## src/rtl/core/scm_pkg.sv

```systemverilog
// Shared types and constants for the stereo correlation meter.
package scm_pkg;

   localparam int SAMPLE_W = 16;
   localparam int SUM_W    = 41;
   localparam int PROD_W   = 82;
   localparam int NUM_W    = 111;
   localparam int COEF_W   = 16;
   localparam logic [31:0] SILENCE_RESET = 32'd1152921505;

   typedef struct packed {
      logic signed [SAMPLE_W-1:0] left_sample;
      logic signed [SAMPLE_W-1:0] right_sample;
      logic                       last_in_window;
   } req_type;

   typedef struct packed {
      logic signed [COEF_W-1:0] correlation;
      logic                     silent;
   } rsp_type;

   typedef struct packed {
      logic signed [SUM_W-1:0] cross_sum;
      logic [SUM_W-1:0]        left_energy;
      logic [SUM_W-1:0]        right_energy;
   } window_type;

endpackage

```

## src/rtl/core/scm_accum.sv

```systemverilog
// Front end: accumulates the three window sums and hands closed windows on.
module scm_accum
   import scm_pkg::*;
(
   input  logic       clock,
   input  logic       reset,
   input  logic       req_valid,
   output logic       req_ready,
   input  req_type    req_data,
   input  logic       win_full,
   output logic       win_push,
   output window_type win_data
);

   logic signed [SUM_W-1:0] cross_ff, cross_in;
   logic [SUM_W-1:0]        left_ff, left_in, right_ff, right_in;
   logic signed [31:0]      xp;
   logic [31:0]             lp, rp;
   logic signed [SUM_W:0]   xs;
   logic [SUM_W:0]          ls, rs;
   logic                    fire;

   assign req_ready = !win_full;
   assign fire      = req_valid && req_ready;

   always_comb begin
      xp = req_data.left_sample * req_data.right_sample;
      lp = req_data.left_sample * req_data.left_sample;
      rp = req_data.right_sample * req_data.right_sample;
      xs = {cross_ff[SUM_W-1], cross_ff} + {{(SUM_W-31){xp[31]}}, xp};
      ls = {1'b0, left_ff} + {{(SUM_W-31){1'b0}}, lp};
      rs = {1'b0, right_ff} + {{(SUM_W-31){1'b0}}, rp};
      // saturate instead of wrapping on over-long windows
      if (xs[SUM_W] != xs[SUM_W-1]) begin
         cross_in = xs[SUM_W] ? {1'b1, {(SUM_W-1){1'b0}}} : {1'b0, {(SUM_W-1){1'b1}}};
      end else begin
         cross_in = xs[SUM_W-1:0];
      end
      left_in  = ls[SUM_W] ? {SUM_W{1'b1}} : ls[SUM_W-1:0];
      right_in = rs[SUM_W] ? {SUM_W{1'b1}} : rs[SUM_W-1:0];
   end

   assign win_push              = fire && req_data.last_in_window;
   assign win_data.cross_sum    = cross_in;
   assign win_data.left_energy  = left_in;
   assign win_data.right_energy = right_in;

   always_ff @(posedge clock) begin
      if (reset || win_push) begin
         cross_ff <= '0;
         left_ff  <= '0;
         right_ff <= '0;
      end else if (fire) begin
         cross_ff <= cross_in;
         left_ff  <= left_in;
         right_ff <= right_in;
      end
   end

endmodule

```

## config.mk

```make
export PLATFORM = sky130hd
export DESIGN_NAME = scm_accum
export DESIGN_NICKNAME = d
export VERILOG_FILES = /design/src/rtl/core/scm_pkg.sv /design/src/rtl/core/scm_accum.sv
export SDC_FILE = /design/constraint.sdc
export NUM_CORES = 2
export LEC_CHECK = 0
export ABC_AREA = 1
export BUFFER_PORTS_ARGS = -buffer_cell sky130_fd_sc_hd__buf_2
export CORE_ASPECT_RATIO = 1.5
export CORE_MARGIN = 1
export CORE_UTILIZATION = 30
export DETAILED_ROUTE_END_ITERATION = 6
export PLACE_DENSITY_LB_ADDON = 0.1
export SETUP_SLACK_MARGIN = 0.5
export SLEW_MARGIN = 15
export SYNTH_ARGS = -nofsm -noshare
export SYNTH_HDL_FRONTEND = slang
export SYNTH_SLANG_ARGS = --single-unit
```

## constraint.sdc

```tcl
create_clock -name clock -period 8.7 [get_ports clock]
set_input_delay 0.435 -clock clock [delete_from_list [all_inputs] [get_ports clock]]
set_output_delay 0.435 -clock clock [all_outputs]
set_load 0.05 [all_outputs]
```

==> impl_metrics.csv <==
group,metric,value,unit
cts,clock-root-buffer,"clkbuf_16",
routing,met3WireLength,2550,um
cts,clk_latency,0.54,ns
routing,viasPerCell,4.53,
setup_path,cp_top_family,"adder cells",
setup_path,timing.rr.start,"cross_ff[15]",
setup_path,crit_type,"input port to output pin",
global_route,grt_util_all_layers,0.201,
setup_path,cpPeakStageDelay,0.58,ns
placement,port_buffers,161,
sta,fin_crit_sh,0.915,
setup_path,path_buf_inv,11,
setup_path,crit_required,8.27,ns
sta,fin_ws,0.743,ns
status,run_status,"finished clean",
setup_path,crit_arrival,7.52,ns
placement,globalplace.congestion,0.904,
global_route,grt_remaining_overflow,0,
synth,ys_warn_count,0,
die,fp.dieH,458,um
synth,syn-instance-count,5583,
sta,max_freq,126,MHz
synth,synthFlopType,"dfxtp_1",
cells_and_area,finalNetCount,7087,
routing,vias,34700,
synth,synth_area,41500,um2
global_route,grt_pass1_wl,216000,um
die,io_pins,162,
sta,final_hold_viol_count,0,
cells_and_area,mostFrequentLayoutCells,"inv_1, nand2_1, fa_1, nor2_1, ha_1",
setup_path,cp_common_cell,"fa_1",
cts,h-tree-depth,4,
hold_path,hp-class,"flip-flop to flip-flop",
routing,first_pass_iters,5,
routing,drtAntennaViolNets,0,
sta,relSlewSlack,0.374,
placement,dp_cells,7587,
cts,cts.clk_slew.worst_paths,0.07,ns
synth,synth_nets,6792,
cells_and_area,final_cells,7656,
synth,synth_cell_types,46,
setup_path,slowest_stage,"fa_2",
sta,tightest_slew,0.939,ns
routing,met1Wirelength,51900,um
cts,clk_path_buf_depth,2,
global_route,antenna_found_initial,5,
cells_and_area,synthToLayoutAreaGrowth,17.3,%
routing,routed.top_layer,"met5",
synth,synthArstFlopShare,0,
sta,whs,0.541,ns
routing,wire_per_inst,17.9,um
synth,yosys_register_bits,123,
global_route,grt_pass1_vias,38100,
sta,rsz0062_at_grt,"yes",
placement,dp_slack,-0.157,ns
synth,ys_seq_area_frac,0.0593,
die,die_area,140000,um2
synth,synth_edf_count,0,
job,drv_cap,0,
die,die_w,306,um
global_route,grt_max_degree,91,
cts,cts-buffers-inserted,17,
placement,hpwl,119000,um
setup_path,cp-startpoint,"req_data[3]",
hold_path,hold_start,"left_ff[22]",
cts,cts.sinks,123,
setup_path,cp-end-kind,"output pin",
die,core_area,137000,um2
routing,wl_met2,78600,um
sta,fin_worst_skew,0.0198,ns
sta,drv_slew,0,
cells_and_area,final_common_cell,"inv_1",
synth,syn_avg_cell_area,7.44,um2
setup_path,worstSetupStartpointType,"input port",
die,rows,166,
cells_and_area,layout-drive-gt1-share,0.131,
sta,period_minus_slack,7.96,ns
routing,drc,0,
routing,finalWirelength,137000,um
die,initial_core_util,0.303,
setup_path,crit_path_max_fanout,10,
cts,cts_tree,"done",
routing,initialDrtViolationCount,1202,
sta,setup-violations-final,0,
## per-stage QoR
step / instance area, um2 / TNS (ns) / utilization
final: 48700 / 0 / 0.356
after global routing: 48700 / 0 / 0.356
after CTS: 46900 / 0 / 0.343
after detailed placement: 45800 / -1.22 / 0.335
after global placement: 45800 / -0.973 / 0.335
after floorplan: 41500 / 0 / -
## timing repair
item                                    CTS  global route
resized for setup                       122           468
hold buffers                              0             0
setup buffers                             6            25
endpoints found under the setup margin   82           122
pin swaps                                24            80
gates cloned                              1             4
## cells by family after synthesis
family,Yosys count,share of synthesized area
and+or+nand+nor,1903,0.183
buffers and inverters,1698,0.155
adders and majority gates,1172,0.500
AOI/OAI and AO/OA,535,0.0707
xor gates and xnor gates,152,0.0321
DFF,123,0.0593
## area by class of cell
cell class | count | area (um2)
Antenna cell | 1 | 2.50
Clock buffer | 18 | 429
Clock inverter | 14 | 183
Fill cell | 14800 | 88100
Inverter | 1535 | 5810
Multi-Input combinational cell | 3762 | 34000
Sequential cell | 123 | 2460
Tap cell | 1764 | 2210
Timing Repair Buffer | 438 | 3640
Timing Repair inverter | 1 | 16.3
## tightest hold or removal path, delay by kind of cell, from the launching register on
kind	cells	cell delay [ns]
flops	1	0.33
simple gates	1	0.09
compound gates	1	0.08
## metal layers
layer | global-route usage | vias to the layer above
met5 | 0 | -
met4 | 0.0633 | 6
met3 | 0.0178 | 151
met2 | 0.405 | 415
met1 | 0.216 | 17100
li1 | - | 17000
## cell usage after synthesis (7+ instances only)
cell      count  area share
nand3_1     159       0.019
a21oi_1     219       0.026
nand4_1      28      0.0042
buf_1         8     0.00072
o21ai_0     198       0.024
fa_1        813        0.39
nor2_2        7      0.0011
a21boi_0     14      0.0025
o21bai_1     22      0.0040
dfxtp_1     123       0.059
inv_2        12      0.0011
nor2_1      450       0.041
nor3_1       35      0.0042
a21o_1       25      0.0045
xor2_1      107       0.023
or2_2        10      0.0015
xnor2_1      45      0.0095
nand2_1    1185        0.11
clkbuf_1    139       0.013
a31oi_1      25      0.0038
inv_1      1520        0.14
ha_1        359        0.11
buf_2        10      0.0012
## registers in the layout (all words and copies together) (netlist names)
name	count
cross_ff	41
left_ff	41
right_ff	41
## worst paths after layout
| kind | end | slack [ns] | depth (start not counted) |
|---|---|---|---|
| worst max-delay path | win_data[9] | 0.74 | 32 |
| worst min register to register | left_ff[22] | 0.54 | 2 |
| worst max register to register | cross_ff[29] | 3.15 | 25 |
| worst min-delay path | left_ff[22] | 0.54 | 2 |
Power is not shown: default switching activity piles up to over one toggle a cycle in this logic, so the estimate is an artifact.
