--- src/rtl/core/scm_pkg.sv ---
// Shared types and constants for the stereo correlation meter.
package scm_pkg;

   localparam int SAMPLE_W = 16;
   localparam int SUM_W    = 41;
   localparam int PROD_W   = 82;
   localparam int NUM_W    = 111;
   localparam int COEF_W   = 16;
   localparam logic [31:0] SILENCE_RESET = 32'd1152921505;

   typedef struct packed {
      logic signed [SAMPLE_W-1:0] left_sample;
      logic signed [SAMPLE_W-1:0] right_sample;
      logic                       last_in_window;
   } req_type;

   typedef struct packed {
      logic signed [COEF_W-1:0] correlation;
      logic                     silent;
   } rsp_type;

   typedef struct packed {
      logic signed [SUM_W-1:0] cross_sum;
      logic [SUM_W-1:0]        left_energy;
      logic [SUM_W-1:0]        right_energy;
   } window_type;

endpackage

--- src/rtl/core/scm_solver.sv ---
// Back end: energy product, cross-sum square, divide and square root for one closed window.
module scm_solver
   import scm_pkg::*;
(
   input  logic        clock,
   input  logic        reset,
   input  logic [31:0] silence_limit,
   input  logic        win_valid,
   input  window_type  win_data,
   output logic        win_pop,
   output logic        rsp_valid,
   input  logic        rsp_ready,
   output rsp_type     rsp_data
);

   typedef enum logic [7:0] {
      S_IDLE = 8'b0000_0001,
      S_MULP = 8'b0000_0010,
      S_MULN = 8'b0000_0100,
      S_CHK  = 8'b0000_1000,
      S_DIV  = 8'b0001_0000,
      S_SQRT = 8'b0010_0000,
      S_FIN  = 8'b0100_0000,
      S_OUT  = 8'b1000_0000
   } state_type;

   state_type         state_ff;
   window_type        win_ff;
   logic [SUM_W-1:0]  a_ff;
   logic [47:0]       b_ff;
   logic [PROD_W-1:0] acc_ff, acc_in, prod_ff;
   logic [NUM_W-1:0]  num_ff, rem_ff;
   logic [NUM_W:0]    dvs_ff;
   logic [30:0]       quo_ff;
   logic [15:0]       root_ff, cand, qc;
   logic [31:0]       sq;
   logic [4:0]        cnt_ff;
   logic [48:0]       pp;
   logic [SUM_W-1:0]  mag;
   logic              ge, is_silent, is_zero, is_sat;
   rsp_type           rsp_ff;

   always_comb begin
      pp        = a_ff * b_ff[47:40];
      acc_in    = {acc_ff[PROD_W-9:0], 8'b0} + {33'b0, pp};
      mag       = win_ff.cross_sum[SUM_W-1] ? (~win_ff.cross_sum + 1'b1) : win_ff.cross_sum;
      ge        = ({1'b0, rem_ff} >= dvs_ff);
      cand      = root_ff | (16'd1 << cnt_ff[3:0]);
      sq        = cand * cand;
      is_silent = (prod_ff < {50'b0, silence_limit});
      is_zero   = (prod_ff == '0);
      is_sat    = ({2'b0, num_ff} >= {prod_ff, 31'b0});
      qc        = (root_ff > 16'd32768) ? 16'd32768 : root_ff;
   end

   assign win_pop   = (state_ff == S_IDLE) && win_valid;
   assign rsp_valid = (state_ff == S_OUT);
   assign rsp_data  = rsp_ff;

   always_ff @(posedge clock) begin
      if (reset) begin
         state_ff <= S_IDLE;
      end else begin
         case (state_ff)
            S_IDLE: begin
               if (win_valid) begin
                  win_ff   <= win_data;
                  a_ff     <= win_data.left_energy;
                  b_ff     <= {7'b0, win_data.right_energy};
                  acc_ff   <= '0;
                  cnt_ff   <= 5'd5;
                  state_ff <= S_MULP;
               end
            end
            S_MULP: begin
               if (cnt_ff == '0) begin
                  prod_ff  <= acc_in;
                  a_ff     <= mag;
                  b_ff     <= {7'b0, mag};
                  acc_ff   <= '0;
                  cnt_ff   <= 5'd5;
                  state_ff <= S_MULN;
               end else begin
                  acc_ff <= acc_in;
                  b_ff   <= {b_ff[39:0], 8'b0};
                  cnt_ff <= cnt_ff - 1'b1;
               end
            end
            S_MULN: begin
               acc_ff <= acc_in;
               b_ff   <= {b_ff[39:0], 8'b0};
               cnt_ff <= cnt_ff - 1'b1;
               if (cnt_ff == '0) begin
                  num_ff   <= {acc_in[80:0], 30'b0};
                  state_ff <= S_CHK;
               end
            end
            S_CHK: begin
               if (is_silent || is_zero) begin
                  rsp_ff.correlation <= 16'sh7FFF;
                  rsp_ff.silent      <= is_silent;
                  state_ff           <= S_OUT;
               end else if (is_sat) begin
                  root_ff  <= 16'd32768;
                  state_ff <= S_FIN;
               end else begin
                  rem_ff   <= num_ff;
                  dvs_ff   <= {prod_ff, 30'b0};
                  quo_ff   <= '0;
                  cnt_ff   <= 5'd30;
                  state_ff <= S_DIV;
               end
            end
            S_DIV: begin
               if (ge) begin
                  rem_ff <= rem_ff - dvs_ff[NUM_W-1:0];
               end
               quo_ff <= {quo_ff[29:0], ge};
               dvs_ff <= dvs_ff >> 1;
               if (cnt_ff == '0) begin
                  root_ff  <= '0;
                  cnt_ff   <= 5'd15;
                  state_ff <= S_SQRT;
               end else begin
                  cnt_ff <= cnt_ff - 1'b1;
               end
            end
            S_SQRT: begin
               if (sq <= {1'b0, quo_ff}) begin
                  root_ff <= cand;
               end
               cnt_ff <= cnt_ff - 1'b1;
               if (cnt_ff == '0) begin
                  state_ff <= S_FIN;
               end
            end
            S_FIN: begin
               if (win_ff.cross_sum[SUM_W-1]) begin
                  rsp_ff.correlation <= ~qc + 1'b1;
               end else begin
                  rsp_ff.correlation <= qc[15] ? 16'sh7FFF : qc;
               end
               rsp_ff.silent <= 1'b0;
               state_ff      <= S_OUT;
            end
            S_OUT: begin
               // hold the result until the transfer completes
               if (rsp_ready) begin
                  state_ff <= S_IDLE;
               end
            end
            default: begin
               state_ff <= S_IDLE;
            end
         endcase
      end
   end

`ifndef ASSERT_OFF
   a_silent_is_one: assert property (@(posedge clock) disable iff (reset)
      rsp_valid && rsp_data.silent |-> rsp_data.correlation == 16'sh7FFF)
      else $error("silent window without full-scale correlation");
   a_div_exit: assert property (@(posedge clock) disable iff (reset)
      state_ff == S_DIV |=> state_ff == S_DIV || state_ff == S_SQRT)
      else $error("divide left to wrong state");
   a_pop_idle: assert property (@(posedge clock) disable iff (reset)
      win_pop |=> state_ff == S_MULP)
      else $error("window taken without starting multiply");
`endif

endmodule

--- config.mk ---
export PLATFORM = sky130hd
export DESIGN_NAME = scm_solver
export DESIGN_NICKNAME = d
export VERILOG_FILES = /design/src/rtl/core/scm_pkg.sv /design/src/rtl/core/scm_solver.sv
export SDC_FILE = /design/constraint.sdc
export NUM_CORES = 2
export LEC_CHECK = 0
export BUFFER_PORTS_ARGS = -buffer_cell sky130_fd_sc_hd__buf_4
export CAP_MARGIN = 20
export CORE_ASPECT_RATIO = 0.75
export CORE_MARGIN = 1.5
export CORE_UTILIZATION = 55
export DETAILED_ROUTE_END_ITERATION = 7
export PLACE_DENSITY = 0.69
export SLEW_MARGIN = 0
export SYNTH_ARGS = -nofsm -noshare
export SYNTH_HDL_FRONTEND = slang
export SYNTH_SLANG_ARGS = --single-unit
--- constraint.sdc ---
create_clock -name clock -period 12.9 [get_ports clock]
set_input_delay 1.935 -clock clock [delete_from_list [all_inputs] [get_ports clock]]
set_output_delay 1.935 -clock clock [all_outputs]
set_load 0.01 [all_outputs]
==> impl_metrics.prom <==
# TYPE chip_impl_metric gauge
chip_impl_info{name="status",value="finished, final reports clean"} 1
chip_impl_info{name="synth_top_family_by_area",value="adder cells"} 1
chip_impl_info{name="cts_tree",value="done"} 1
chip_impl_metric{name="track_usage",unit=""} 0.2923
chip_impl_metric{name="maximum_clock_skew_at_final_layout",unit="ns"} 0.03626
chip_impl_metric{name="fmax",unit="MHz"} 93.15
chip_impl_metric{name="hold_viol_final",unit=""} 0
chip_impl_metric{name="crit_path_max_incr_delay",unit="ns"} 0.88
chip_impl_metric{name="timing.final.ws_setup",unit="ns"} 2.164
chip_impl_metric{name="via_count",unit=""} 41820
chip_impl_metric{name="post_layout_cell_count",unit=""} 7108
chip_impl_metric{name="1st_pass_router_iterations",unit=""} 6
chip_impl_metric{name="cts.repair.resized",unit=""} 0
chip_impl_metric{name="die_w",unit="µm"} 369.3
chip_impl_metric{name="post-route-period-util",unit=""} 0.8322
chip_impl_metric{name="worst_skew_pair.late_latency",unit="ns"} 0.67
chip_impl_metric{name="synthSimpleGateAreaFrac",unit=""} 0.1403
chip_impl_metric{name="finish.net_count",unit=""} 6756
chip_impl_metric{name="leakagePower",unit="nW"} 27.26
chip_impl_info{name="r2r_start",value="cnt_ff[0]"} 1
chip_impl_metric{name="worst_ep_arrival_time",unit="ns"} 11.02
chip_impl_metric{name="required",unit="ns"} 13.19
chip_impl_metric{name="numPortBuffers",unit=""} 177
chip_impl_metric{name="design.die.area",unit="µm²"} 102600
chip_impl_info{name="path_common_cell",value="sky130_fd_sc_hd__inv_1"} 1
chip_impl_metric{name="clock_sinks",unit=""} 667
chip_impl_metric{name="seq_area_frac_synth",unit=""} 0.3604
chip_impl_metric{name="internal-power",unit="mW"} 5.532
chip_impl_info{name="endpoint_kind",value="register"} 1
chip_impl_metric{name="final_tns_setup",unit="ns"} 0
chip_impl_metric{name="htree_levels",unit=""} 3
chip_impl_metric{name="p_clk_frac",unit=""} 0.223
chip_impl_metric{name="post-dp-hpwl",unit="mm"} 117.1
chip_impl_metric{name="hold_slack",unit="ns"} 0.5194
chip_impl_info{name="rsz0062_at_grt",value="no"} 1
chip_impl_metric{name="yosys_register_bits",unit=""} 667
chip_impl_metric{name="synth_compound_gate_area_share",unit=""} 0.1332
chip_impl_metric{name="yosys.area_share.xor_xnor",unit=""} 0.03972
chip_impl_info{name="reg2reg_to",value="root_ff[4]"} 1
chip_impl_metric{name="max_fo_critical_path",unit=""} 16
chip_impl_metric{name="floorplan.die.height",unit="µm"} 277.7
chip_impl_metric{name="synthAdderAreaFrac",unit=""} 0.2563
chip_impl_metric{name="yosys_warnings",unit=""} 0
chip_impl_metric{name="placement_rows",unit=""} 100
chip_impl_metric{name="io_pins",unit=""} 178
chip_impl_metric{name="cp_num_buf_inv",unit=""} 9
chip_impl_metric{name="synth-async-reset-ratio",unit=""} 0
chip_impl_info{name="setup.worst_path.class",value="register to register"} 1
chip_impl_metric{name="global_route_wire_length_before_repair",unit="mm"} 233.6
chip_impl_metric{name="floorplan.core_area",unit="µm²"} 99470
chip_impl_metric{name="switching_power",unit="mW"} 3.939
chip_impl_metric{name="via_per_inst",unit=""} 5.884
chip_impl_info{name="slowest_cell_on_the_critical_path",value="sky130_fd_sc_hd__a21oi_1"} 1
chip_impl_info{name="worstHoldPathType",value="register to register"} 1
chip_impl_metric{name="gp_congestion",unit=""} 0.9427
chip_impl_metric{name="avgSynthCellArea",unit="µm²"} 9.790
chip_impl_metric{name="synthesis.area",unit="µm²"} 55350
chip_impl_metric{name="drive_gt1_frac",unit=""} 0.06348
chip_impl_metric{name="drv_slew",unit=""} 0
chip_impl_metric{name="overflow_after_grt",unit=""} 0
chip_impl_metric{name="path_clk_slew",unit="ns"} 0.06
chip_impl_metric{name="cts_setup_buffers",unit=""} 0
chip_impl_metric{name="post_place_setup_slack",unit="ns"} 2.330
chip_impl_metric{name="power.sequential.fraction",unit=""} 0.302
chip_impl_metric{name="power.share.combinational",unit=""} 0.475
chip_impl_metric{name="max_slew_margin",unit=""} 0.2417
chip_impl_metric{name="timing.max_cap.violations",unit=""} 0
chip_impl_metric{name="synthMuxAreaShare",unit=""} 0.0005651
chip_impl_metric{name="tightestPinTransition",unit="ns"} 1.137
chip_impl_metric{name="ctsHoldBuffers",unit=""} 0
chip_impl_metric{name="worstSetupPathDepth",unit=""} 39
chip_impl_info{name="holdCritStartpoint",value="b_ff[37]"} 1
chip_impl_metric{name="grt_antenna_before_repair",unit=""} 1
chip_impl_metric{name="final_antenna_net_count",unit=""} 0
chip_impl_metric{name="numCtsBuffers",unit=""} 72
chip_impl_metric{name="r2r_cells",unit=""} 39
chip_impl_metric{name="p_sw_frac",unit=""} 0.4159
chip_impl_metric{name="rrSetupSlack",unit="ns"} 2.16
chip_impl_info{name="critical-path-top-delay-family",value="adder cells"} 1
chip_impl_metric{name="synth_edf_count",unit=""} 659
chip_impl_metric{name="timing.final.setup_violations",unit=""} 0
chip_impl_metric{name="detail_route.wl_per_cell",unit="µm"} 20.94
chip_impl_info{name="synth-main-ff-cell",value="sky130_fd_sc_hd__edfxtp_1"} 1
chip_impl_metric{name="area_growth",unit="%"} 8.856
chip_impl_metric{name="p_per_area",unit="nW/µm²"} 157.2
chip_impl_metric{name="max-clock-path-buffers",unit=""} 3
chip_impl_metric{name="route.detailed.drc",unit=""} 0
chip_impl_info{name="mostFrequentLayoutCells",value="780 x sky130_fd_sc_hd__inv_1, 659 x sky130_fd_sc_hd__edfxtp_1, 643 x sky130_fd_sc_hd__nand2_1"} 1
chip_impl_metric{name="detailedRoute.firstIterationViolations",unit=""} 4298
chip_impl_metric{name="syn-num-nets",unit=""} 6684
chip_impl_metric{name="number_of_standard_cells_after_synthesis",unit=""} 5654
chip_impl_info{name="worst_setup_path_endpoint",value="root_ff[4]"} 1
chip_impl_metric{name="final_period_minus_worst_setup_slack",unit="ns"} 10.74
chip_impl_info{name="crit_path_start",value="cnt_ff[0]"} 1
chip_impl_metric{name="placedCellCount",unit=""} 6974
chip_impl_info{name="final_common_cell",value="sky130_fd_sc_hd__inv_1"} 1
chip_impl_metric{name="route.final.wire_length",unit="mm"} 148.8
chip_impl_info{name="worstSetupStartpointType",value="register"} 1
chip_impl_info{name="cts-root-buf",value="sky130_fd_sc_hd__clkbuf_16"} 1
chip_impl_metric{name="grt_start_max_net_pins",unit=""} 236
chip_impl_metric{name="ir_drop",unit="µV"} 294.3
chip_impl_metric{name="first_global_vias",unit=""} 40660
chip_impl_metric{name="initial_utilization",unit=""} 0.5565
chip_impl_metric{name="synth.distinct_cells",unit=""} 79
## how the worst min path moves through the flow
| stage | end | slack (ns) | depth (start not counted) |
|---|---|---|---|
| 2_1_floorplan | state_ff[2] | 0.49 | 2 |
| 3_3_place_gp | b_ff[42] | 0.50 | 1 |
| 3_5_place_dp | b_ff[42] | 0.51 | 1 |
| 4_1_cts | b_ff[41] | 0.52 | 1 |
| 5_1_grt | b_ff[43] | 0.53 | 1 |
| 6_report | b_ff[45] | 0.52 | 1 |
## synth_stat cells, types with 114 or more instances
| library cell | count | area, µm² |
|---|---|---|
| sky130_fd_sc_hd__nor2_1 | 341 | 1280 |
| sky130_fd_sc_hd__xor2_1 | 114 | 998.5 |
| sky130_fd_sc_hd__edfxtp_1 | 659 | 19790 |
| sky130_fd_sc_hd__o21ai_0 | 419 | 2097 |
| sky130_fd_sc_hd__a21o_1 | 167 | 1254 |
| sky130_fd_sc_hd__xnor2_1 | 137 | 1200 |
| sky130_fd_sc_hd__nand2_1 | 644 | 2417 |
| sky130_fd_sc_hd__inv_1 | 780 | 2928 |
| sky130_fd_sc_hd__and2_1 | 234 | 1464 |
| sky130_fd_sc_hd__a21oi_1 | 323 | 1617 |
| sky130_fd_sc_hd__fa_1 | 437 | 8748 |
| sky130_fd_sc_hd__clkbuf_1 | 216 | 810.8 |
| sky130_fd_sc_hd__ha_1 | 434 | 5430 |
## through the flow
step / cell area (µm²) / util / total power, mW
floorplan: 55350 / - / 5.848
global placement: 57860 / 0.5817 / 7.201
detailed placement: 57860 / 0.5817 / 7.258
CTS: 60210 / 0.6053 / 9.389
global route: 60250 / 0.6057 / 9.984
finish: 60260 / 0.6058 / 9.471
## registers in the layout, indices dropped and copies added (netlist names), 41 cells and up
name / cells
b_ff: 48
win_ff: 41
dvs_ff: 112
acc_ff: 74
prod_ff: 82
a_ff: 41
num_ff: 81
rem_ff: 111
## routing by layer
layer  global-route usage  vias to the layer above  share of wire
li1                     -                    19420              -
met2               0.4026                     1841           0.40
met5                    0                        -              0
met3              0.05997                      212          0.094
met4              0.07239                        0          0.025
met1               0.4650                    20350           0.48
## cell type report
cell class	instances	area [µm²]
Clock inverter	47	470.5
Sequential cell	667	19950
Timing Repair Buffer	223	1712
Fill cell	8376	39220
Clock buffer	82	1882
Tap cell	1326	1659
Antenna cell	1	2.502
Multi-Input combinational cell	3975	31630
Inverter	787	2954
## power groups by stage
stage                     Sequential (mW)  Clock, mW  Combinational [mW]
after CTS                            2.86       2.14                4.39
after floorplan                      2.90          0                2.95
after global placement               2.91          0                4.30
after detailed placement             2.91          0                4.35
final                                2.86       2.11                4.50
after global routing                 2.87       2.22                4.90
## logic make-up after synthesis
kind of cell / Yosys count
buf+inv: 1012
xor+xnor: 251
simple gates: 1634
fa+ha+maj: 872
mux: 3
flops: 667
compound gates: 1215
Power figures use the tool's default switching activity.
