===== config.mk =====
export PLATFORM = sky130hd
export DESIGN_NAME = scm_queue
export DESIGN_NICKNAME = d
export VERILOG_FILES = /design/src/rtl/core/scm_pkg.sv /design/src/rtl/core/scm_queue.sv
export SDC_FILE = /design/constraint.sdc
export NUM_CORES = 1
export LEC_CHECK = 0
export BUFFER_PORTS_ARGS = -buffer_cell sky130_fd_sc_hd__clkbuf_2
export CORE_UTILIZATION = 40
export CTS_CLUSTER_DIAMETER = 120
export DETAILED_ROUTE_END_ITERATION = 16
export SYNTH_ARGS = -nofsm -noshare
export SYNTH_HDL_FRONTEND = slang
export SYNTH_SLANG_ARGS = --single-unit

===== constraint.sdc =====
create_clock -name clock -period 7.3 [get_ports clock]
set_input_delay 0.73 -clock clock [delete_from_list [all_inputs] [get_ports clock]]
set_output_delay 0.73 -clock clock [all_outputs]
set_load 0.05 [all_outputs]

===== src/rtl/core/scm_pkg.sv =====
// Shared types and constants for the stereo correlation meter.
package scm_pkg;

   localparam int SAMPLE_W = 16;
   localparam int SUM_W    = 41;
   localparam int PROD_W   = 82;
   localparam int NUM_W    = 111;
   localparam int COEF_W   = 16;
   localparam logic [31:0] SILENCE_RESET = 32'd1152921505;

   typedef struct packed {
      logic signed [SAMPLE_W-1:0] left_sample;
      logic signed [SAMPLE_W-1:0] right_sample;
      logic                       last_in_window;
   } req_type;

   typedef struct packed {
      logic signed [COEF_W-1:0] correlation;
      logic                     silent;
   } rsp_type;

   typedef struct packed {
      logic signed [SUM_W-1:0] cross_sum;
      logic [SUM_W-1:0]        left_energy;
      logic [SUM_W-1:0]        right_energy;
   } window_type;

endpackage


===== src/rtl/core/scm_queue.sv =====
// Short queue of closed windows between front and back end.
module scm_queue
   import scm_pkg::*;
#(
   parameter int DEPTH = 2
)(
   input  logic       clock,
   input  logic       reset,
   input  logic       push,
   input  window_type push_data,
   output logic       full,
   input  logic       pop,
   output logic       front_valid,
   output window_type front_data
);

   localparam int AW = (DEPTH > 1) ? $clog2(DEPTH) : 1;
   localparam int CW = $clog2(DEPTH + 1);

   window_type      slot_ff [DEPTH];
   logic [AW-1:0]   wr_ff, rd_ff;
   logic [CW-1:0]   count_ff;

   assign full        = (count_ff == CW'(DEPTH));
   assign front_valid = (count_ff != '0);
   assign front_data  = slot_ff[rd_ff];

   always_ff @(posedge clock) begin
      if (push) begin
         slot_ff[wr_ff] <= push_data;
      end
   end

   always_ff @(posedge clock) begin
      if (reset) begin
         wr_ff    <= '0;
         rd_ff    <= '0;
         count_ff <= '0;
      end else begin
         if (push) begin
            wr_ff <= (wr_ff == AW'(DEPTH - 1)) ? '0 : wr_ff + 1'b1;
         end
         if (pop) begin
            rd_ff <= (rd_ff == AW'(DEPTH - 1)) ? '0 : rd_ff + 1'b1;
         end
         if (push && !pop) begin
            count_ff <= count_ff + 1'b1;
         end else if (pop && !push) begin
            count_ff <= count_ff - 1'b1;
         end
      end
   end

`ifndef ASSERT_OFF
   a_no_overflow: assert property (@(posedge clock) disable iff (reset)
      full |-> !push)
      else $error("window queue overflow");
   a_no_underflow: assert property (@(posedge clock) disable iff (reset)
      !front_valid |-> !pop)
      else $error("window queue underflow");
`endif

endmodule


==> results, run 1 <==
- The run finished with clean final reports.
- At the placement stage, the worst setup path has a slack of 4.42 ns.
- The sink of the worst hold path is slot_ff[0][90].
- For this design the top-level I/O count stands at 252.
- The arrival time at the worst endpoint is 2.65 ns.
- For this run the aggregate overflow at the end of global routing stands at 0.
- The area inside the core boundary is 0.0228 mm^2.
- The share of the clock period used by the worst path is 0.463.
- Across the run, the number of max-cap violations was 0.
- The weighted congestion reported at the end of routability-driven placement is 0.720.
- The insertion delay to the later sink of the worst-skew pair is 0.52 ns.
- The clock tree root driver cell is sky130_fd_sc_hd__clkbuf_16.
- The first routing iteration left 157 violations.
- The count of TritonRoute iterations in the first routing pass is 4.
- The number of global-route vias before repair is 4,845.
- TritonCTS built the clock tree.
- By area the synthesized netlist is led by sky130_fd_sc_hd__edfxtp_1, sky130_fd_sc_hd__mux2_4, sky130_fd_sc_hd__mux2_2, sky130_fd_sc_hd__dfxtp_1, sky130_fd_sc_hd__buf_6.
- Gates resized during post-CTS repair numbered 0.
- Buffers placed on the I/O ports in this run total 251.
- The final count of hold timing violations is 0.
- Setup slack on the critical path of the routed design comes to 3.92 ns.
- The endpoint class of the critical path is an output port.
- The count of vias placed by the detailed router is 4,642.
- Headroom to the max-slew limit came out at 0.392.
- The hold path startpoint is push_data[90].
- The count of synthesis-stage warnings from yosys is 0.
- In this run, CTS created clock tree buffers numbering 26.
- The first global-routing pass estimated 26,000 um of wire.
- In this run the critical register-to-register path is captured at slot_ff[1][107].
- After detailed routing, the total wire length is 17,300 um.
- From left edge to right edge, the die measures 155 um.
- Synthesis produced 405 cells.
- The startpoint class of the critical path is a flip-flop.
- The die covers 0.0240 mm^2.
- The share of synthesized area in the top cell type comes to 0.788.
- The repair_antennas step left the layout with diodes totalling 0.
- CTS built an H-tree with a depth of 1.
- Clock tree synthesis found a total of 251 sinks.
- The initial antenna violation count is 0.
- Setup repair after global routing left no endpoint under its margin.
- Of all flip-flops after synthesis, the portion carrying an async set or reset was 0.
- The post-CTS repair timing setup buffer count is 0.
- Dividing the detail-routed via count by the number of cells gives 4.61.
- The most frequently used cell type in the post-synthesis netlist is sky130_fd_sc_hd__edfxtp_1.
- The maximum achievable frequency is 296 MHz.
- The pin count of the biggest net entering global routing is 67.
- Counting every net in the synthesized netlist gives 533.
- Among all flip-flop cells after synthesis, the most frequent one is sky130_fd_sc_hd__edfxtp_1.
- Of all nets on the critical path, the largest fanout is 44.
- The required time of the critical path is 6.57 ns.
- The path class of the tightest hold or removal check is input pin to flip-flop.
- The number of hold buffers added after cts is 0.
- The fraction of the yosys area taken by sequential cells is 0.799.
- In this run, synthesis produced a sequential element count of 251.
- The cell taking the most area after synthesis is sky130_fd_sc_hd__edfxtp_1.
- The number of different library cells used by synthesis comes to 18.
- The number of slew-limit violations in the final report is 0.
- The chip height is 155 um.
- The mean post-synth cell area is 23.1 um^2.
- In this run the register-to-register setup slack is 4.94 ns.
- After detailed routing, the number of remaining DRC violations is 0.
- For the final database, setup skew stands at 0.00669 ns.
- The startpoint identified for the worst register-to-register timing path is wr_ff.
- After the last flow step, the layout net total stands at 803.
- The area added between synthesis and finish is 25.8%.
- After synthesis, the most frequently instantiated cells are sky130_fd_sc_hd__edfxtp_1, sky130_fd_sc_hd__mux2_4, sky130_fd_sc_hd__mux2_2.
- The maximum ir drop on the vdd rail is 0.179 mV.
- The mapped cell area is 0.00937 mm^2.
- At the pin with the least slew margin, the transition time is 0.912 ns.
- The total number of placement rows is 55.
- Of the cells placed in the final design, the portion with a size suffix greater than 1 is 0.609.
- The worst setup path is of the flip-flop to output port kind.
- Once layout is complete, the cells apart from fillers number 1,008.
- The total track usage is 0.139.
- After detailed placement, the design holds a cell count of 960.
- The starting density of the core is 0.411.
- Setup violations remaining at the end of the flow were counted as 0.
- Detailed placement ended at an HPWL of 11,500 um.
- The clock-pin slew reported for the worst setup and hold paths after clock tree synthesis is 0.06 ns.
- The maximum buffer depth of the clock tree is 3.
- In the final timing run, aggregate negative setup slack is 0 ns.
- For the worst flop-to-flop path, the logic depth is 2.
- The leakage component of the power is 0.00462 uW.
- Subtracting the final worst setup slack from the clock period gives 3.38 ns.
- The average wire per standard cell is 17.2 um.
- Dividing total power by cell area gives a power density of 306 mW/mm^2.
- In this run, synthesis inferred 246 flip-flops with an integrated enable.
- The detail route stage leaves a number of antenna-violating nets equal to 0.
- The number of cells traversed by the worst hold path is 1.
## registers in the layout (all words and copies together), names as in the netlist, named ones only
signal,flops
count_ff,2
rd_ff,1
wr_ff,1
slot_ff,246
## worst max path at each step
stage                      end  slack [ns]  depth (start not counted)
2_1_floorplan    slot_ff[0][0]        0.61                          1
3_3_place_gp   front_data[107]        4.45                          3
3_5_place_dp   slot_ff[1][100]        4.42                          3
4_1_cts        front_data[107]        3.87                          3
5_1_grt        front_data[102]        3.80                          3
6_report       front_data[102]        3.92                          3
## critical path, cell delays in order (launching register included)
cell and delay [ns]:
sky130_fd_sc_hd__dfxtp_4 0.70, sky130_fd_sc_hd__buf_4 0.74, sky130_fd_sc_hd__mux2_2 0.41, sky130_fd_sc_hd__clkbuf_2 0.23
## final cells by class
class                           instances  area [um^2]
Fill cell                            1884        11000
Sequential cell                       251         7490
Multi-Input combinational cell        139         1760
Timing Repair Buffer                  256         1290
Clock buffer                           29          683
Tap cell                              313          392
Clock inverter                         19          168
Inverter                                1         3.75
## through the flow
step | hold slack (ns) | util | area [um^2] | power [uW]
after floorplan | 0.456 | - | 9370 | 2220
after global placement | 0.475 | 0.480 | 10900 | 2340
after detailed placement | 0.508 | 0.480 | 10900 | 2350
after CTS | 0.372 | 0.518 | 11800 | 3660
after global routing | 0.379 | 0.518 | 11800 | 3730
final | 0.398 | 0.518 | 11800 | 3610
## power by group
part           total, uW  leakage (uW)  switching [uW]  internal, uW
clock network       1300      0.000418             524           776
registers           1710       0.00235            29.3          1680
logic                599       0.00185             419           181
total               3610       0.00462             972          2640
## placed cells by master, fill, tap and decap left out, types with 4 or more instances in the layout
cell	instances
sky130_fd_sc_hd__clkbuf_2	251
sky130_fd_sc_hd__buf_4	5
sky130_fd_sc_hd__clkinv_1	6
sky130_fd_sc_hd__mux2_2	53
sky130_fd_sc_hd__edfxtp_1	246
sky130_fd_sc_hd__clkinv_2	8
sky130_fd_sc_hd__clkbuf_16	27
sky130_fd_sc_hd__nor2_1	4
sky130_fd_sc_hd__mux2_4	70
sky130_fd_sc_hd__dfxtp_1	4
## cell families after synthesis
group           after synthesis  share of synthesized area
xor+xnor                      4                    0.00374
compound gates                2                    0.00107
fa+ha+maj                     1                    0.00133
mux                         123                      0.176
buf+inv                      15                     0.0143
flops                       251                      0.799
simple gates                  9                    0.00494
## layer usage
| layer | global-route usage | vias up | routed length, um | part of all wire |
|---|---|---|---|---|
| met5 | 0 | - | 0 | 0 |
| met4 | 0.0443 | 0 | 452 | 0.026 |
| met3 | 0.0462 | 31 | 1560 | 0.090 |
| met2 | 0.227 | 190 | 8000 | 0.46 |
| met1 | 0.175 | 2268 | 7320 | 0.42 |
| li1 | - | 2153 | - | - |
(Power assumes the default switching activity.)
==> run 2, diff against run 1 <==
--- a/config.mk
+++ b/config.mk
@@ -9,6 +9,7 @@
 export CORE_UTILIZATION = 40
 export CTS_CLUSTER_DIAMETER = 120
 export DETAILED_ROUTE_END_ITERATION = 16
+export PLACE_DENSITY = 0.66
 export SYNTH_ARGS = -nofsm -noshare
 export SYNTH_HDL_FRONTEND = slang
 export SYNTH_SLANG_ARGS = --single-unit
==> constraint.sdc (replaced) <==
create_clock -name clock -period 3.05 [get_ports clock]
set_input_delay 0.305 -clock clock [delete_from_list [all_inputs] [get_ports clock]]
set_output_delay 0.305 -clock clock [all_outputs]
set_load 0.05 [all_outputs]
==> results, run 2 (synthesis results as in run 1) <==
- Outcome: finished, final reports clean (unchanged).
- The post-route cell area was 0.0130 mm^2 (was 0.0118 mm^2).
- The detailed-placement wirelength estimate is 11,300 um (was 11,500 um).
- The headroom to the max-slew limit was 0.475 (was 0.392).
- The register area came to 0.00749 mm^2 (unchanged).
- The insertion delay to the later sink of the worst-skew pair came to 0.51 ns (was 0.52 ns).
- The number of CTS-inserted buffers is 26 (unchanged).
- The stage delay of the slowest cell on the critical path came to 0.40 ns (was 0.74 ns).
- The pin slew with the least headroom to its limit came to 0.788 ns (was 0.912 ns).
- The maximum buffer depth of the clock tree is 3 (unchanged).
- The arrival time at the worst endpoint was 1.98 ns (was 2.65 ns).
- The chip height is 155 um (unchanged).
- The width of the chip was 155 um (unchanged).
- The initial antenna violation count is 2 (was 0).
- The pin count of the biggest net entering global routing is 67 (unchanged).
- Leading cell types in the layout, fill and taps excluded: sky130_fd_sc_hd__clkbuf_2, sky130_fd_sc_hd__edfxtp_1, sky130_fd_sc_hd__dlygate4sd3_1 (was sky130_fd_sc_hd__clkbuf_2, sky130_fd_sc_hd__edfxtp_1, sky130_fd_sc_hd__mux2_4).
- The post-detailed-route via-to-cell ratio came to 4.49 (was 4.61).
- The number of global-route vias before repair is 5,521 (was 4,845).
- The critical path class is flip-flop to output port (unchanged).
- The count of vias placed by the detailed router is 5,084 (was 4,642).
- The maximum ir drop on the vdd rail was 0.576 mV (was 0.179 mV).
- The count of nets after finishing came to 928 (was 803).
- Crit-path cells: buf_12 -> mux2_2 -> clkbuf_2 (was buf_4 -> mux2_2 -> clkbuf_2).
- The total of fill cells in the finished design is 1,741 (was 1,884).
- The endpoint class of the critical path is an output port (unchanged).
- The share of the clock period used by the worst path is 0.749.
- The leading cell type in the layout, fill and taps excluded is sky130_fd_sc_hd__clkbuf_2 (unchanged).
- The area inside the core boundary is 0.0228 mm^2 (unchanged).
- Registers with the most flip-flops: slot_ff (246), count_ff (2) (unchanged).
- The startpoint class of the critical path is a flip-flop (unchanged).
- The number of clock sinks is 251 (unchanged).
- The global-route wire length before repair was 28,300 um (was 26,000 um).
- The register name with the most flops is slot_ff (unchanged).
- The worst path needs 2.29 ns of the cycle, external delays included.
- The final number of setup-violating endpoints is 0 (unchanged).
- The routed wire length is 18,500 um (was 17,300 um).
- The total track usage was 0.151 (was 0.139).
- The starting density of the core is 0.411 (unchanged).
- The worst clock skew came to 0.0110 ns (was 0.00669 ns).
- The number of port buffers came to 251 (unchanged).
- The cell area after placement is 0.0110 mm^2 (was 0.0109 mm^2).
- The final count of hold timing violations came to 0 (unchanged).
- The total number of placement rows came to 55 (unchanged).
- The remaining design rule violation count is 0 (unchanged).
- The flip-flop count of the largest register after layout is 246 (unchanged).
- The antenna violation net count after detailed routing came to 0 (unchanged).
- The largest driver fanout on the critical path is 66 (was 44).
- The H-tree depth is 1 (unchanged).
- The setup TNS after final layout came to 0 ns (unchanged).
- The cell type of the slowest stage on the worst timing path is sky130_fd_sc_hd__mux2_2 (was sky130_fd_sc_hd__buf_4).
- The power per standard cell area came to 662 mW/mm^2 (was 306 mW/mm^2).
- The count of TritonRoute iterations in the first routing pass was 4 (unchanged).
- The type of the most critical hold path was input pin to flip-flop (unchanged).
- The area enclosed by the die boundary was 0.0240 mm^2 (unchanged).
- The TritonCTS clock tree was yes (unchanged).
- The maximum achievable frequency is 438 MHz.
- The number of slew-limit violations in the final report is 0 (unchanged).
- The number of primary I/O pins is 252 (unchanged).
- The clock tree root driver cell is sky130_fd_sc_hd__clkbuf_16 (unchanged).
- The average wire per standard cell was 16.4 um (was 17.2 um).
- The footprint of the multi-input gates was 0.00176 mm^2 (unchanged).
- The total of max-cap violations is 0 (unchanged).
- The share of layout cells above drive strength 1 was 0.506 (was 0.609).
- Unrepaired setup endpoints after global routing: no (unchanged).
- The required time of the critical path was 2.74 ns (was 6.57 ns).
- The weighted congestion reported at the end of routability-driven placement is 0.714 (was 0.720).
- The clock-pin slew reported for the worst setup and hold paths after clock tree synthesis is 0.06 ns (about the same).
- The initial detailed-routing violation count came to 210 (was 157).
- The area added between synthesis and finish is 39.2% (was 25.8%).
- The leakage component of the power is 0.00513 uW (was 0.00462 uW).
- The post-CTS repair timing setup buffer count is 0 (unchanged).
- The leftover overflow at the end of global routing is 0 (unchanged).
==> run 2: cell types whose count changed in the layout (fill, tap and decap cells not counted), sizes merged <==
cell,delta
clkbuf,+4
diode,+1
clkinvlp,-2
bufinv,-1
buf,+1
clkinv,-3
dlygate4sd3,+124
==> run 2: where the power goes <==
part | total (uW) | switching (uW) | internal [uW]
Combinational | 1600 | 1050 | 547
Clock | 2960 | 1190 | 1770
Sequential | 4080 | 54.4 | 4030
Total | 8640 | 2300 | 6340
==> run 2: worst paths after layout <==
kind | start | endpoint | slack [ns] | depth (start not counted)
worst max register to register | wr_ff | slot_ff[1][76] | 1.36 | 2
worst min register to register | count_ff[1] | count_ff[1] | 0.53 | 2
worst max-delay path | flip-flop | front_data[102] | 0.76 | 3
worst min-delay path | pop | flip-flop | 0.11 | 3
==> run 2: final cells by class <==
cell class	count	share of cell area
timing repair buffer	381	0.199
clock buffer	33	0.0535
inverter	1	0.000288
antenna	1	0.000192
clock inverter	13	0.00787
sequential	251	0.574
multi-input combinational	139	0.135
tap	313	0.0300
==> run 2: through the flow <==
step           power [uW]  hold WS [ns]   util  std cells  setup slack (ns)
2_1_floorplan        5280         0.374      -        405             0.460
3_3_place_gp         5600         0.477  0.483        961              1.33
3_5_place_dp         5630         0.497  0.483        961              1.32
4_1_cts              8730        0.0795  0.573       1131             0.747
5_1_grt              8950         0.101  0.573       1131             0.703
6_report             8640         0.106  0.573       1132             0.764
==> run 2: critical path, delay by kind of cell (launching register included) <==
| kind | cells | cell delay (ns) |
|---|---|---|
| flops | 1 | 0.37 |
| mux | 1 | 0.40 |
| buf+inv | 2 | 0.57 |
==> run 2: what timing repair did <==
item	4_1_cts	5_1_grt
endpoints found under the setup margin	0	0
resized for setup	0	0
hold endpoints to repair	251	0
hold buffers	124	0
==> run 2: layer usage <==
metal	up-vias	track usage	wire length (um)
met3	38	0.0443	1340
met2	192	0.267	9350
met1	2454	0.176	7310
met4	2	0.0476	522
met5	-	0	13
li1	2398	-	-
